===== config.mk =====
export PLATFORM = sky130hd
export DESIGN_NAME = gcd_pipe_ctl
export DESIGN_NICKNAME = d
export VERILOG_FILES = /design/src/rtl/gcd_pipe_ctl.sv
export VERILOG_INCLUDE_DIRS = /design/src /design/src/rtl
export SDC_FILE = /design/constraint.sdc
export NUM_CORES = 1
export LEC_CHECK = 0
export BUFFER_PORTS_ARGS = -buffer_cell sky130_fd_sc_hd__buf_2
export CAP_MARGIN = 20
export CELL_PAD_IN_SITES_DETAIL_PLACEMENT = 1
export CELL_PAD_IN_SITES_GLOBAL_PLACEMENT = 1
export CORE_UTILIZATION = 40
export CTS_CLUSTER_DIAMETER = 80
export DETAILED_ROUTE_END_ITERATION = 6
export HOLD_SLACK_MARGIN = 0.06
export PLACE_DENSITY_LB_ADDON = 0.25
export SLEW_MARGIN = 20
export SYNTH_ARGS = -nofsm -noshare
export SYNTH_HDL_FRONTEND = slang
export SYNTH_SLANG_ARGS = --single-unit

===== constraint.sdc =====
create_clock -name aclk -period 1.65 [get_ports aclk]
set_input_delay 0.4125 -clock aclk [delete_from_list [all_inputs] [get_ports aclk]]
set_output_delay 0.4125 -clock aclk [all_outputs]
set_load 0.005 [all_outputs]

===== src/rtl/great_circle_distance_assert.svh =====
// Assertion macros shared by the great-circle distance RTL.
// Used by gcd_pipe_ctl and the top level; no other dependencies.
`ifndef GREAT_CIRCLE_DISTANCE_ASSERT_SVH
`define GREAT_CIRCLE_DISTANCE_ASSERT_SVH
// Property a implies b on the next edge, outside reset.
`define GCD_ASSERT_NEXT(label, clk, rstn, a, b) \
    label: assert property (@(posedge clk) disable iff (!rstn) (a) |=> (b)) \
        else $error("gcd: check failed");
// Property a implies b in the same cycle, outside reset.
`define GCD_ASSERT_NOW(label, clk, rstn, a, b) \
    label: assert property (@(posedge clk) disable iff (!rstn) (a) |-> (b)) \
        else $error("gcd: check failed");
`endif


===== src/rtl/gcd_pipe_ctl.sv =====
// Valid tracking and stall control for the pipeline.
// Uses great_circle_distance_assert.svh.
`default_nettype none
`include "great_circle_distance_assert.svh"
module gcd_pipe_ctl #(
    parameter int DEPTH = 70
) (
    input  wire logic aclk,
    input  wire logic aresetn,
    input  wire logic in_valid,
    output logic      in_ready,
    output logic      en,
    output logic      last_valid,
    input  wire logic out_ready,
    output logic      out_valid
);
    logic [DEPTH-1:0] v_reg, v_next;

    assign out_valid = v_reg[DEPTH-1];
    assign en = !out_valid || out_ready;
    assign in_ready = en;
    assign last_valid = v_reg[DEPTH-1];

    always_comb begin
        v_next = v_reg;
        if (en) v_next = {v_reg[DEPTH-2:0], in_valid};
    end

    always_ff @(posedge aclk) begin
        if (!aresetn) v_reg <= '0;
        else v_reg <= v_next;
    end

    `GCD_ASSERT_NEXT(a_hold, aclk, aresetn, out_valid && !out_ready, out_valid)
    `GCD_ASSERT_NEXT(a_shift, aclk, aresetn, in_valid && in_ready, v_reg[0])
    `GCD_ASSERT_NOW(a_en, aclk, aresetn, !out_valid, in_ready)
endmodule
`default_nettype wire


# Word-level counts from Yosys, hierarchy flattened
# Cells that the tools add are included.
# word_totals
register_bits,70
latchBits,0
mem_bits_rw,0
romBits,0
in_bits,4
out_inout_bits,4
mem_count,0
# op_classes
addsub,0
mul,0
div_mod_pow,0
order_cmp,0
n_eq_ne,0
n_shift,0
mux,0
n_bitwise,0
n_reduce_logical,2
# op_table
op,n
zero test 1 bit,1
logical OR 1 bit,1

# Logic depth before layout (Yosys ltp)
# depth
ltp_word,2
depth_mapped,6
ltp_nobuf,3

# Worst setup path before layout
# OpenSTA, ideal clock, no wires.
# synth_path
kind,input -> output
start,input out_ready
end,output in_ready
t_arrival_ps,988
setup_slack_ps,249
stages,5
n_path_buf,3
path_cell_list,nor2b_2 buf_6 inv_4 buf_4 buf_4
# synth_between
elab_chain_len,1
# synth_lines
element,line,text
start: declaration,gcd_pipe_ctl.sv:14,"input wire logic out_ready,"
logical OR 1 bit,gcd_pipe_ctl.sv:20,assign en = !out_valid || out_ready;
end: declaration,gcd_pipe_ctl.sv:11,"output logic in_ready,"
# No other way between the ends.

# Worst setup path after layout
# layout_path
start,register v_reg[69]
end,output in_ready
# layout_between
elab_chain_len,2
# layout_lines
element,line,text
start: declaration,gcd_pipe_ctl.sv:17,"logic [DEPTH-1:0] v_reg, v_next;"
start signal: assignment,gcd_pipe_ctl.sv:31,else v_reg <= v_next;
zero test 1 bit,gcd_pipe_ctl.sv:20,
logical OR 1 bit,gcd_pipe_ctl.sv:20,
# No other way between the ends.

==> results.yml <==
floorplanning:
  start_util_pct: 42.0
  coreArea_um2: 5990
  io_pins: 8
  dieArea_um2: 6610
  row_count: 28
  die_h_um: 81.3
  die_w_um: 81.3
job:
  drv_cap: 0
run_status:
  status: "completed"
sta:
  setup_tns_ns: 0
  max_freq_mhz: 640
  finalCritPeriodShare_pct: 94.7
  tightest_slew_ns: 0.403
  hold_viol: 0
  max_slew_margin_pct: 73.2
  fin_crit_ns: 1.56
  fin_skew_ns: 0.00392
  setup_viol: 0
  hold_ws_ns: 0.326
  slew_violations: 0
  rsz0062_at_grt: "false"
drt:
  drc: 0
  ant_nets: 0
  drt_pre_antenna_iters: 4
  vias: 1469
  drt-wirelength-per-cell_um: 11.5
  via_per_inst: 4.69
  drtIter0Drc: 52
  drt-total-wl_mm: 3.61
cts:
  numCtsBuffers: 9
  worstSkewPairLatency_ns: 0.34
  htreeDepth: 3
  ctsLongestPathBuffers: 2
  cts_tree: "built"
  cts_sinks: 70
  ctsHoldBuffers: 0
  post_cts_resized: 0
  cts-root-buf: "clkbuf_8"
  clk_pin_slew_ns: 0.07
  cts_setup_buffers: 0
setup_path:
  critPathRequiredTime_ns: 1.24
  end_kind: "output port"
  cp.arrival_ns: 1.15
  cp_max_fo: 11
  worstSetupPathType: "register to output port"
  critPathLaunchType: "register"
  rrSetupSlack_ns: 0.28
finish:
  final_nets: 238
  n_fill_cell: 656
  syn_to_final_growth_pct: 9.01
  drive_gt1_share_pct: 10.5
  seqCellArea_um2: 1400
  num_antenna_cells: 0
  multi_input_area_um2: 970
  largest_reg_flops: 70
yosys:
  ys_seq_elements: 70
  synth_nets: 234
  syn_inst: 230
  yosys_warnings: 0
  syn-cell-area_um2: 2510
  synthDistinctLibCells: 11
  synth_area_per_cell_um2: 10.9
  seq_area_frac_synth_pct: 55.7
global_routing:
  grt_usage_pct: 13.2
  grt_start_max_net_pins: 59
  antenna_found_initial: 0
  grt_pass1_vias: 1527
  grt-ovfl-total: 0
  grt_pass1_wl_mm: 6.53
placement:
  portBuffers: 7
  hpwl_mm: 2.18
  gp_congestion: 0.636
min_path:
  hold_class: "input pin to register"
pwr:
  power_leakage_nw: 1.41
  peakVddDrop_mv: 0.551
  power.density_nw_per_um2: 1070
cell usage after synthesis:
cell type / n / area (µm²)
nand2_1: 70 / 263
mux2i_1: 69 / 691
buf_2: 2 / 10.0
buf_4: 5 / 37.5
inv_4: 1 / 6.26
clkbuf_1: 6 / 22.5
buf_6: 2 / 22.5
nor2b_2: 1 / 8.76
o21a_1: 1 / 7.51
buf_8: 3 / 45.0
dfxtp_1: 70 / 1400
layout make-up:
cell class | count | share of cell area [%]
sequential | 70 | 51.1
clock buffer | 14 | 5.93
multi-input combinational | 141 | 35.4
tap | 75 | 3.42
clock inverter | 1 | 0.183
timing repair buffer | 11 | 3.74
inverter | 1 | 0.228
cells in the final DEF (no fill, tap or decap), drive strengths merged:
cell type  count
nor2b          1
inv            1
clkinv         1
dfxtp         70
clkbuf        14
mux2i         69
buf           11
nand2         70
o21a           1
critical path: stages (launching register included):
cell,delay [ns]
dfxtp_1,0.35
nor2b_2,0.21
inv_4,0.11
buf_2,0.14
worst paths after layout:
path / from / to / cells past startpoint
worst max-delay path: v_reg[69] / in_ready / 3
worst min register to register: v_reg[39] / v_reg[39] / 2
worst max register to register: v_reg[69] / v_reg[31] / 4
worst min-delay path: in_valid / v_reg[0] / 3
report_power, final:
part	internal [W]	leakage, nW	total (W)	switching (W)
registers	0.00169	0.564	0.00169	0.000000814
logic	0.0000141	0.760	0.0000441	0.0000299
clock network	0.000619	0.0865	0.00119	0.000570
per-stage QoR:
step	instances	cell area (µm²)	setup slack, ns	power (W)	util [%]
after floorplan	230	2510	0.249	0.00176	-
after global placement	298	2570	0.250	0.00178	43.0
after detailed placement	298	2570	0.219	0.00178	43.0
after CTS	313	2740	0.0484	0.00299	45.8
after global routing	313	2740	0.0132	0.00305	45.8
final	313	2740	0.0882	0.00293	45.8
kinds of logic after synthesis:
group                  count (synthesis)  share of synthesized area, %
DFF                                   70                          55.7
and+or+nand+nor                       71                          10.8
buffers and inverters                 19                          5.72
AOI/OAI and AO/OA                      1                         0.299
muxes                                 69                          27.5
layer usage:
metal	wire length, µm	track usage, %
met1	1810	14.8
met2	1570	20.3
met3	154	6.74
met4	77	6.96
met5	0	0
Power figures use the tool's default switching activity.
