[config.mk]
export PLATFORM = sky130hd
export DESIGN_NAME = gcd_sqrt_cell
export DESIGN_NICKNAME = d
export VERILOG_FILES = /design/src/rtl/great_circle_distance_assert.svh /design/src/rtl/gcd_sqrt_cell.sv
export SDC_FILE = /design/constraint.sdc
export NUM_CORES = 1
export LEC_CHECK = 0
export ABC_AREA = 1
export BUFFER_PORTS_ARGS = -buffer_cell sky130_fd_sc_hd__clkbuf_2
export CORE_UTILIZATION = 38
export CTS_BUF_LIST = sky130_fd_sc_hd__clkbuf_4
export DETAILED_ROUTE_END_ITERATION = 12
export GPL_TIMING_DRIVEN = 0
export PLACE_DENSITY = 0.88
export RECOVER_POWER = 100
export SYNTH_ARGS = -nofsm -noshare
export SYNTH_HDL_FRONTEND = slang
export SYNTH_SLANG_ARGS = --single-unit
[constraint.sdc]
create_clock -name aclk -period 0.8 [get_ports aclk]
set_input_delay 0.16 -clock aclk [delete_from_list [all_inputs] [get_ports aclk]]
set_output_delay 0.16 -clock aclk [all_outputs]
set_load 0.05 [all_outputs]
[src/rtl/great_circle_distance_assert.svh]
// Assertion macros shared by the great-circle distance RTL.
// Used by gcd_pipe_ctl and the top level; no other dependencies.
`ifndef GREAT_CIRCLE_DISTANCE_ASSERT_SVH
`define GREAT_CIRCLE_DISTANCE_ASSERT_SVH
// Property a implies b on the next edge, outside reset.
`define GCD_ASSERT_NEXT(label, clk, rstn, a, b) \
    label: assert property (@(posedge clk) disable iff (!rstn) (a) |=> (b)) \
        else $error("gcd: check failed");
// Property a implies b in the same cycle, outside reset.
`define GCD_ASSERT_NOW(label, clk, rstn, a, b) \
    label: assert property (@(posedge clk) disable iff (!rstn) (a) |-> (b)) \
        else $error("gcd: check failed");
`endif

[src/rtl/gcd_sqrt_cell.sv]
// One step of the two-bits-a-step integer square root, registered.
// Uses no package items beyond plain logic.
`default_nettype none
module gcd_sqrt_cell #(
    parameter int STEP = 0
) (
    input  wire logic        aclk,
    input  wire logic        en,
    input  wire logic [61:0] n_in,
    input  wire logic [31:0] r_in,
    output logic      [61:0] n_out,
    output logic      [31:0] r_out
);
    localparam int SH = 62 - 2 * STEP;
    logic [63:0] trial, nn;
    logic [61:0] n_reg, n_next;
    logic [31:0] r_reg, r_next;

    always_comb begin
        // trial is (4r+1) at this step's digit weight
        trial = ({32'd0, r_in} << (SH + 2)) + (64'd1 << SH);
        nn = {2'd0, n_in};
        if (nn >= trial) begin
            n_next = 62'(nn - trial);
            r_next = {r_in[30:0], 1'b1};
        end else begin
            n_next = n_in;
            r_next = {r_in[30:0], 1'b0};
        end
    end

    always_ff @(posedge aclk) begin
        if (en) begin
            n_reg <= n_next;
            r_reg <= r_next;
        end
    end

    assign n_out = n_reg;
    assign r_out = r_reg;
endmodule
`default_nettype wire

# After elaboration in Yosys (flattened, before gate mapping)
# Index checks and enable logic that the tools add are counted.
# totals
ff_bits	94
input_bits	96
output_inout_bits	94
word_cells	6
# classes
n_addsub	1
n_lt_le_gt_ge	1
mux	2
# op_table
cell	n
62-bit by 63-bit greater-or-equal comparator with 1-bit output (second input constant)	1
62-bit 2-to-1 mux	1
62-bit by 1-bit subtractor with 62-bit output (second input constant)	1
1-bit 2-to-1 mux	1

# Logic depth before layout (Yosys ltp)
# logic_depth
word_depth	2
depth_mapped	1
depth_no_buf	0

# Least setup slack after synthesis
# Ideal clock, no wire load.
# synth_timing
path_kind	register to output
start	reg n_reg[0], in the netlist n_out[0]
end	out n_out[0]
arrival_time_ns	0.601
required_ns	0.640
slack_ns	0.039
path_stages_with_launch	1
path_buffers	0
cell_sequence	edfxtp_1
# synth_rtl
item	line	rtl
start, declared	gcd_sqrt_cell.sv:16	logic [61:0] n_reg, n_next;
start signal, assigned	gcd_sqrt_cell.sv:34	n_reg <= n_next;
end, declared	gcd_sqrt_cell.sv:11	output logic [61:0] n_out,
# No word-level cell between the ends.

# Worst setup path in the final report
# layout_timing
start	reg r_reg[2], in the netlist r_out[2]
end	out r_out[2]
# layout_rtl
item	line	rtl
start, declared	gcd_sqrt_cell.sv:17	logic [31:0] r_reg, r_next;
start signal, assigned	gcd_sqrt_cell.sv:35	r_reg <= r_next;
end, declared	gcd_sqrt_cell.sv:12	output logic [31:0] r_out
# No word-level cell between the ends.

==> results.md <==
- Status: finished, violations left
- Failing checks: negative setup slack
- # IOs: 190
- Total Power: 11.3 mW
- Worst relative slew slack: 60.1%
- P&R area growth vs syn: 106%
- Buf+Inv Stages, Crit Path: 1
- CP peak stage delay: 0.47 ns
- CTS tree: yes
- Worst slew pin tran: 0.599 ns
- Initial core utilization: 40.4%
- Critical path depth in cells: 1
- Total CTS buffers: 9
- Avg Synthesized Cell Area: 29.5 sq um
- Vias in the first global route: 2326
- #FFs+latches synth: 93
- Post-layout min period: 1.24 ns
- CTS root buffer: clkbuf_4
- Top-area cell type share of the netlist area: 99.6%
- Worst setup margin: -0.440 ns
- Synth async-reset ratio: 0%
- Placed insts: 379
- Detailed Route WL: 9090 um
- Post-DP Area: 3880 sq um
- DP HPWL: 4580 um
- Yosys Warn Count: 0
- Maxcap violations: 0
- Worst Path Max Fanout: 1
- Max Root-Sink Buffers: 2
- Synth area leaders: edfxtp_1 100%, buf_4 0.27%, conb_1 0.13%
- Mapped cell area: 2800 sq um
- First-pass GRT wire length: 12400 um
- Largest net degree at the start of global routing: 53
- Port-buffer cells: 187
- DR pass1 iterations: 4
- Most used DFF post-synth: edfxtp_1
- Via Count: 2087
- Final net count: 483
- PwrDens: 1960 nW/um^2
- Setup TNS: -40.72 ns
- Top cell family by delay on the critical path: flip-flops
- Final Hold Viols: 0
- Crit end category: output pin
- Drt initial violations: 61
- Core Region: 6940 sq um
- Critical path, cell by cell: buf_8
- Critical Path Start Type: flop
- Post-layout util: 83.3%
- Layout cells sized above 1: 49.5%
- Period utilization: 155%
- Setup CP Type: flop to output pin
- Fmax achieved: 0.807 GHz
- CP max stage cell: edfxtp_1
- Dpl ws: -0.564 ns
- RD Place Congestion: 0.732
- Syn_nets: 191
- Worst Path Arrival: 1.08 ns
- Initial antenna violation count: 1
- M1 GR Usage: 23.2%
- Worst Path Required: 0.64 ns
- Hold path depth: 1
- Post-route cell area: 5780 sq um
- Met3 GRT Util: 8.39%
- GRT met2 Usage: 43.6%
- Die area: 7730 sq um
- H-tree levels: 3
- Routed wire per std cell: 18.6 um
- Fin. max-slew vios: 0
- RSZ-0062 raised after global routing: true
- Seq/Total Area, Yosys: 99.6%
- Final ANT Viol Nets: 0
- GRT Total Usage: 23.4%
- CTS clk-pin slew, worst paths: 0.16 ns
- Drt drc: 0
- Setup violators final: 145
- Post-synth EDFFs: 93
- Worst VDD drop: 1250 uV
- Chip width: 87.9 um
- Die Height: 87.9 um
- Synth area leader: edfxtp_1
- Synth cell count leaders: 93 x edfxtp_1, 1 x buf_4, 1 x conb_1
- Cell variety after synth: 3
- Cell count after synthesis: 95
- Post-route insts no fill: 489
- Via density: 4.27
- Hold Crit Class: input pin to flop
- Gr ovfl total: 0
- Pleak: 2.42 nW
- Num rows: 30
- Busiest grt layer: met2
- Top-count cell post-synth: edfxtp_1
- Final hold slack: 0.372 ns
- # clock sinks: 93
==> repair_timing <==
item | CTS | global route
endpoints found under the setup margin | 145 | 93
hold buffers | 93 | 0
pin swaps | 0 | 0
gates resized for setup | 187 | 41
hold endpoints to repair | 93 | 0
buffers inserted | 0 | 0
==> cell type report <==
| class | instances | area [sq um] |
|---|---|---|
| Antenna cell | 1 | 2.50 |
| Buffer | 1 | 7.51 |
| Clock buffer | 10 | 75.1 |
| Clock inverter | 6 | 38.8 |
| Fill cell | 333 | 1160 |
| Multi-Input combinational cell | 1 | 3.75 |
| Sequential cell | 93 | 2790 |
| Tap cell | 96 | 120 |
| Timing Repair Buffer | 281 | 2740 |
==> cells by family (layout without fill, tap and decap cells) <==
family / count (synthesis) / count (layout) / share of synthesized area [%]
buf+inv: 1 / 298 / 0.268
flops: 93 / 93 / 99.6
other cells: 1 / 2 / 0.134
==> cell usage in the layout, fill, tap and decap left out <==
| cell | Yosys | routed |
|---|---|---|
| conb_1 | 1 | 1 |
| clkinvlp_4 | 0 | 1 |
| clkbuf_1 | 0 | 9 |
| buf_12 | 0 | 1 |
| edfxtp_1 | 93 | 93 |
| clkbuf_8 | 0 | 52 |
| clkinv_2 | 0 | 2 |
| buf_1 | 0 | 1 |
| clkinv_4 | 0 | 1 |
| inv_6 | 0 | 1 |
| clkbuf_4 | 0 | 11 |
| diode_2 | 0 | 1 |
| clkbuf_2 | 0 | 83 |
| buf_4 | 1 | 1 |
| dlygate4sd3_1 | 0 | 93 |
| buf_8 | 0 | 41 |
| clkinv_1 | 0 | 1 |
==> worst paths after layout <==
| check | slack (ns) | to | start |
|---|---|---|---|
| max | -0.44 | r_out[2] | r_out[2]$_DFFE_PP_ |
| min | 0.37 | r_out[27]$_DFFE_PP_ | en |
==> sequential cells by signal, summed over array words and instances (netlist names) <==
name / flops
r_out: 31
n_out: 62
==> report_power, final <==
group,internal (mW),leakage (nW),switching [mW]
logic,1.33,1.45,1.77
registers,5.80,0.910,0.217
clock network,0.672,0.0642,1.55
==> per-layer routing <==
metal  wire [um]  vias to the layer above  share of wire (%)
li1            -                      969                  -
met1        3110                      977                 34
met2        4980                      127                 55
met3         834                       14                9.2
met4         167                        0                1.8
met5           0                        -                  0
(Power assumes the default switching activity.)
