### config.mk
export PLATFORM = sky130hd
export DESIGN_NAME = gcd_cordic_cell
export DESIGN_NICKNAME = d
export VERILOG_FILES = /design/src/rtl/great_circle_distance_assert.svh /design/src/rtl/gcd_pkg.sv /design/src/rtl/gcd_cordic_cell.sv
export SDC_FILE = /design/constraint.sdc
export NUM_CORES = 1
export LEC_CHECK = 0
export ABC_AREA = 1
export BUFFER_PORTS_ARGS = -buffer_cell sky130_fd_sc_hd__buf_2
export CORE_UTILIZATION = 30
export CTS_BUF_LIST = sky130_fd_sc_hd__clkbuf_4
export DETAILED_ROUTE_END_ITERATION = 10
export HOLD_SLACK_MARGIN = 0.08
export PLACE_DENSITY_LB_ADDON = 0.25
export SYNTH_ARGS = -nofsm -noshare
export SYNTH_HDL_FRONTEND = slang
export SYNTH_SLANG_ARGS = --single-unit
export TNS_END_PERCENT = 30
### constraint.sdc
create_clock -name aclk -period 4.3 [get_ports aclk]
set_input_delay 0.86 -clock aclk [delete_from_list [all_inputs] [get_ports aclk]]
set_output_delay 0.86 -clock aclk [all_outputs]
set_load 0.03 [all_outputs]
### src/rtl/great_circle_distance_assert.svh
// Assertion macros shared by the great-circle distance RTL.
// Used by gcd_pipe_ctl and the top level; no other dependencies.
`ifndef GREAT_CIRCLE_DISTANCE_ASSERT_SVH
`define GREAT_CIRCLE_DISTANCE_ASSERT_SVH
// Property a implies b on the next edge, outside reset.
`define GCD_ASSERT_NEXT(label, clk, rstn, a, b) \
    label: assert property (@(posedge clk) disable iff (!rstn) (a) |=> (b)) \
        else $error("gcd: check failed");
// Property a implies b in the same cycle, outside reset.
`define GCD_ASSERT_NOW(label, clk, rstn, a, b) \
    label: assert property (@(posedge clk) disable iff (!rstn) (a) |-> (b)) \
        else $error("gcd: check failed");
`endif

### src/rtl/gcd_pkg.sv
// Types, constants and helper functions for the great-circle distance block.
// No dependencies.
`default_nettype none
package gcd_pkg;
    localparam int QW = 36;
    localparam logic signed [QW-1:0] Q_ONE = 36'sd1073741824;
    localparam logic signed [QW-1:0] CORDIC_GAIN = 36'sd652032874;
    localparam logic [24:0] DIST_MAX = 25'd22000000;
    localparam logic [31:0] RAD_MUL = 32'd2398762259;
    localparam logic [26:0] TURN = 27'd47185920;
    localparam logic [1:0] REG_RADIUS = 2'd0;

    typedef logic signed [QW-1:0] q_t;

    function automatic q_t atan_step(input int i);
        q_t r;
        r = '0;
        unique case (i)
            0: r = 36'sd843314856;
            1: r = 36'sd497837829;
            2: r = 36'sd263043836;
            3: r = 36'sd133525158;
            4: r = 36'sd67021686;
            5: r = 36'sd33543515;
            6: r = 36'sd16775850;
            7: r = 36'sd8388437;
            8: r = 36'sd4194282;
            9: r = 36'sd2097149;
            default: r = (i <= 30) ? (q_t'(1) <<< (30 - i)) : '0;
        endcase
        return r;
    endfunction

    function automatic q_t clampq(input q_t v, input q_t lo, input q_t hi);
        return (v < lo) ? lo : ((v > hi) ? hi : v);
    endfunction
endpackage
`default_nettype wire

### src/rtl/gcd_cordic_cell.sv
// One CORDIC micro-rotation cell, rotation or vectoring mode, registered.
// Uses gcd_pkg.
`default_nettype none
module gcd_cordic_cell #(
    parameter int IDX = 0,
    parameter bit VECT = 1'b0
) (
    input  wire logic        aclk,
    input  wire logic        en,
    input  wire gcd_pkg::q_t x_in,
    input  wire gcd_pkg::q_t y_in,
    input  wire gcd_pkg::q_t z_in,
    output gcd_pkg::q_t      x_out,
    output gcd_pkg::q_t      y_out,
    output gcd_pkg::q_t      z_out
);
    gcd_pkg::q_t x_reg, y_reg, z_reg, x_next, y_next, z_next;
    gcd_pkg::q_t dx, dy, at;
    logic pos;

    always_comb begin
        dx = x_in; dy = y_in;
        dx = y_in >>> IDX;
        dy = x_in >>> IDX;
        at = gcd_pkg::atan_step(IDX);
        pos = VECT ? (y_in <= 0) : (z_in >= 0);
        if (VECT ? (y_in > 0) : pos) begin
            x_next = VECT ? x_in + dx : x_in - dx;
            y_next = VECT ? y_in - dy : y_in + dy;
            z_next = VECT ? z_in + at : z_in - at;
        end else begin
            x_next = VECT ? x_in - dx : x_in + dx;
            y_next = VECT ? y_in + dy : y_in - dy;
            z_next = VECT ? z_in - at : z_in + at;
        end
    end

    always_ff @(posedge aclk) begin
        if (en) begin
            x_reg <= x_next;
            y_reg <= y_next;
            z_reg <= z_next;
        end
    end

    assign x_out = x_reg;
    assign y_out = y_reg;
    assign z_out = z_reg;
endmodule
`default_nettype wire

Word-level counts from Yosys, hierarchy flattened
Index checks and enable logic that the tools add are counted. W data, S select, Z words.

Add/sub/neg operators: 5. $lt $le $gt $ge: 1. Multiplexer cells: 3.

Operators with widths (number): $mux W36 (3); $sub A36 B36 Y36 (2); $add A36 B31 Y36 const B (1); $add A36 B36 Y36 (1); $ge A36 B1 Y1 const B (1); $sub A36 B31 Y36 const B (1).

Output and inout bits: 108. Register bits: 108. Input port bits: 110.

Longest topological paths before layout
Depth in word-level cells: 2. Gate-level depth with buffers: 21. Mapped depth without buffers: 19.

Worst setup path after synthesis
No wires, ideal clock.

Path kind: input to register. From: in z_in[35]. To: reg z_reg[24], in the netlist z_out[24], data pin. Setup time: 259 ps. Setup slack: 703 ps. Data required time: 4041 ps. Data arrival time: 3338 ps. Cell stages on the path: 17. Path through: inv_1 > ha_1 > nand3_1 > nor2_1 > nand4_1 > nor2_1 > nor2_1 > buf_2 > buf_2 > ha_1 > a21oi_1 > nand2_1 > a21boi_0 > o21ai_0 > nand2_1 > nand2_1 > xor2_1.

Cells in the longest elaborated chain, start to end: 2.

Ends and longest elaborated chain: start: declaration (line gcd_cordic_cell.sv:12) `input wire gcd_pkg::q_t z_in,`; $ge A36 B1 Y1 (line gcd_cordic_cell.sv:26) `pos = VECT ? (y_in <= 0) : (z_in >= 0);`; $mux W36 (line gcd_cordic_cell.sv:27) `if (VECT ? (y_in > 0) : pos) begin`; net z_next[24] (line gcd_cordic_cell.sv:17) `gcd_pkg::q_t x_reg, y_reg, z_reg, x_next, y_next, z_next;`; end signal: assignment (line gcd_cordic_cell.sv:42) `z_reg <= z_next;`; end: declaration (line gcd_cordic_cell.sv:17).

The timed path passes the listed nets, and every way through them passes these cells. A chain may end at the register's enable or synchronous reset.

Worst setup path in the final report
From: in z_in[35]. To: reg z_reg[25], in the netlist z_out[25], data pin.

Same word-level chain as after synthesis.

==> results_dict.tcl <==
set metrics [dict create \
    cp_common_cell "nand2_1" \
    slew_headroom_pct 44.3 \
    end_kind "flip-flop" \
    gr-total-overflow 0 \
    synth_edf_count 107 \
    tritoncts "done" \
    required_ps 4680 \
    numPortBuffers 217 \
    drtIter0Drc 1096 \
    grt_pass1_wl_mm 73.6 \
    rsz0062_at_grt "no" \
    p_clk_share_pct 13.9 \
    wl_met3_mm 2.96 \
    top_layer "met5" \
    slew_violations 0 \
    hold_start "z_in[2]" \
    coreArea_um2 42100 \
    status "finished, final reports clean" \
    grt_max_degree 76 \
    crit_buf_inv 3 \
    cts.sinks 107 \
    path_clk_slew_ps 180 \
    worstSetupPathType "input port to flip-flop" \
    grt_pass1_vias 13106 \
    p_seq_share_pct 34.6 \
    power_frac_comb_pct 51.4 \
    synthCells 1952 \
    cts_hold_buf 0 \
    start_kind "input port" \
    timing.critical_path.arrival_ps 3880 \
    wirelength_mm 49.2 \
    cts_setup_buffers 0 \
    finalCritPeriodShare_pct 81.3 \
    grt.total_usage_pct 22.2 \
    num_rows 75 \
    powerDensity_nw_per_um2 279 \
    initial_core_util_pct 30.5 \
    drive_above_1_share_pct 13.3 \
    hold_viol_final 0 \
    wl_met2_mm 22.3 \
    swShare_pct 48.4 \
    drcViolationCount 0 \
    leakagePower_nw 7.27 \
    antenna_found_initial 3 \
    synth-seq-cells 107 \
    drt-pass1-iter-count 8 \
    yosysSeqAreaShare_pct 25.0 \
    dieArea_um2 43700 \
    hold_class "input port to flip-flop" \
    layout_min_cycle_time_ps 3500 \
    fin_setup_tns_ps 0 \
    layout_common_cells "nand2_1 (557), inv_1 (256), buf_2 (216)" \
    power.switching_mw 1.96 \
    cts_buffer_depth 2 \
    synth_area_per_cell_um2 6.59 \
    vias 13592 \
    syn2layout_area_growth_pct 12.8 \
    syn-num-nets 2203 \
    die-width_um 209 \
    hpwl_mm 41.8 \
    irDropWorstVdd_uv 105 \
    drv_cap 0 \
    viasPerCell 5.06 \
    io_pins 218 \
    crit_fanout 17 \
    clockRootBuffer "clkbuf_4" \
    ys_warn_count 0 \
    internal-power_mw 2.08 \
    syn_area_um2 12900 \
    cts.repair.resized 0 \
    drtAntennaViolNets 0 \
    timing.fmax_mhz 286 \
    cpMaxStageDelayCell "o21bai_1" \
    worst_slew_pin_slew_ps 836 \
    synth_cell_types 43 \
    hold_slack_ps 461 \
    crit_chain "buf_2, inv_1, ha_1, nand3_1, nor2_1, nand4_1, nor2_1, nor2_4, buf_4, fa_1, o21ai_2, a21boi_1, o21bai_1, nand2_1, nand2_1, nand2_1, nand3_1, nand2_1" \
    async_flop_share_pct 0 \
    wirelength_met1_mm 22.7 \
    final-setup-viol-count 0 \
    startpoint "z_in[35]" \
    h-tree-depth 3 \
    cp_top_family "simple AND/OR/NAND/NOR gates" \
    place.gp.congestion 0.960 \
    ys.flop_type "edfxtp_1" \
    max_stage_delay_ps 470 \
    die_h_um 209 \
    layout_commonest_cell "nand2_1" \
    routedWlPerCell_um 18.3 \
    num-nets-final 2390 \
    cts_buffers 9 \
]
==> logic make-up (layout without fill, tap and decap cells) <==
| kind of cell | count (synthesis) | after routing | share of synthesized area (%) |
|---|---|---|---|
| compound gates | 342 | 342 | 14.3 |
| xor+xnor | 68 | 68 | 4.63 |
| fa+ha+maj | 141 | 141 | 14.0 |
| buf+inv | 321 | 513 | 10.5 |
| flops | 107 | 107 | 25.0 |
| other cells | 0 | 3 | 0 |
| simple gates | 973 | 973 | 31.6 |
==> state kept, by name, summed over array words and instances, names as in the netlist <==
signal  cells
z_out      36
y_out      36
x_out      35
==> routing by layer <==
layer / vias to the layer above / track usage, %
li1: 6745 / -
met1: 6310 / 29.9
met2: 479 / 36.5
met3: 56 / 3.16
met4: 2 / 6.87
met5: - / 0
==> synthesized netlist by cell type, types with 3 or more instances <==
| cell type | n | area [um2] |
|---|---|---|
| fa_1 | 4 | 80.1 |
| edfxtp_1 | 107 | 3210 |
| a21boi_0 | 3 | 22.5 |
| nor2_2 | 10 | 62.6 |
| ha_1 | 137 | 1710 |
| xnor2_1 | 11 | 96.3 |
| nor2_1 | 173 | 649 |
| nand3_1 | 162 | 811 |
| nand4_1 | 15 | 93.8 |
| o21ai_0 | 104 | 521 |
| nand2_2 | 5 | 31.3 |
| or2_1 | 3 | 18.8 |
| a21oi_1 | 167 | 836 |
| buf_4 | 24 | 180 |
| inv_2 | 16 | 60.1 |
| buf_6 | 4 | 45.0 |
| buf_2 | 18 | 90.1 |
| nor3_1 | 27 | 135 |
| o21ai_1 | 20 | 100 |
| and2_1 | 4 | 25.0 |
| o21bai_1 | 16 | 120 |
| xor2_1 | 57 | 499 |
| o211ai_1 | 4 | 30.0 |
| nor4_1 | 4 | 25.0 |
| nor3_2 | 4 | 40.0 |
| a21o_1 | 11 | 82.6 |
| a31oi_1 | 5 | 31.3 |
| o21a_1 | 6 | 45.0 |
| inv_1 | 256 | 961 |
| nand2_1 | 557 | 2090 |
==> per-stage QoR <==
stage                     area [um2]  worst slack (ps)  std cells  utilization, %  total power [mW]
after floorplan                12900               703       1952               -              2.80
after global placement         14400               258       2667            34.1              3.48
after detailed placement       14400               180       2667            34.1              3.48
after CTS                      14500               858       2683            34.4              4.06
after global routing           14500               618       2686            34.4              4.30
final                          14500               804       2686            34.4              4.04
==> layout make-up <==
cell class	count	area [um2]
Inverter	273	1020
Tap cell	539	674
Clock buffer	10	75.1
Timing Repair Buffer	224	1150
Sequential cell	107	3210
Clock inverter	6	55.1
Multi-Input combinational cell	1524	8300
Fill cell	4717	27600
Antenna cell	3	7.51
==> path summary, 6_finish.rpt <==
path / to / cells after the start
hold / removal: z_out[2] / 1
setup / recovery: z_out[25] / 18
==> power groups by stage <==
stage               combinational, mW  clock (mW)  sequential [mW]
finish                           2.08       0.563             1.40
global route                     2.26       0.627             1.42
CTS                              2.06       0.599             1.41
detailed placement               2.05           0             1.43
global placement                 2.05           0             1.43
floorplan                        1.06           0             1.74
No activity file was read; power rests on OpenSTA's default activity.
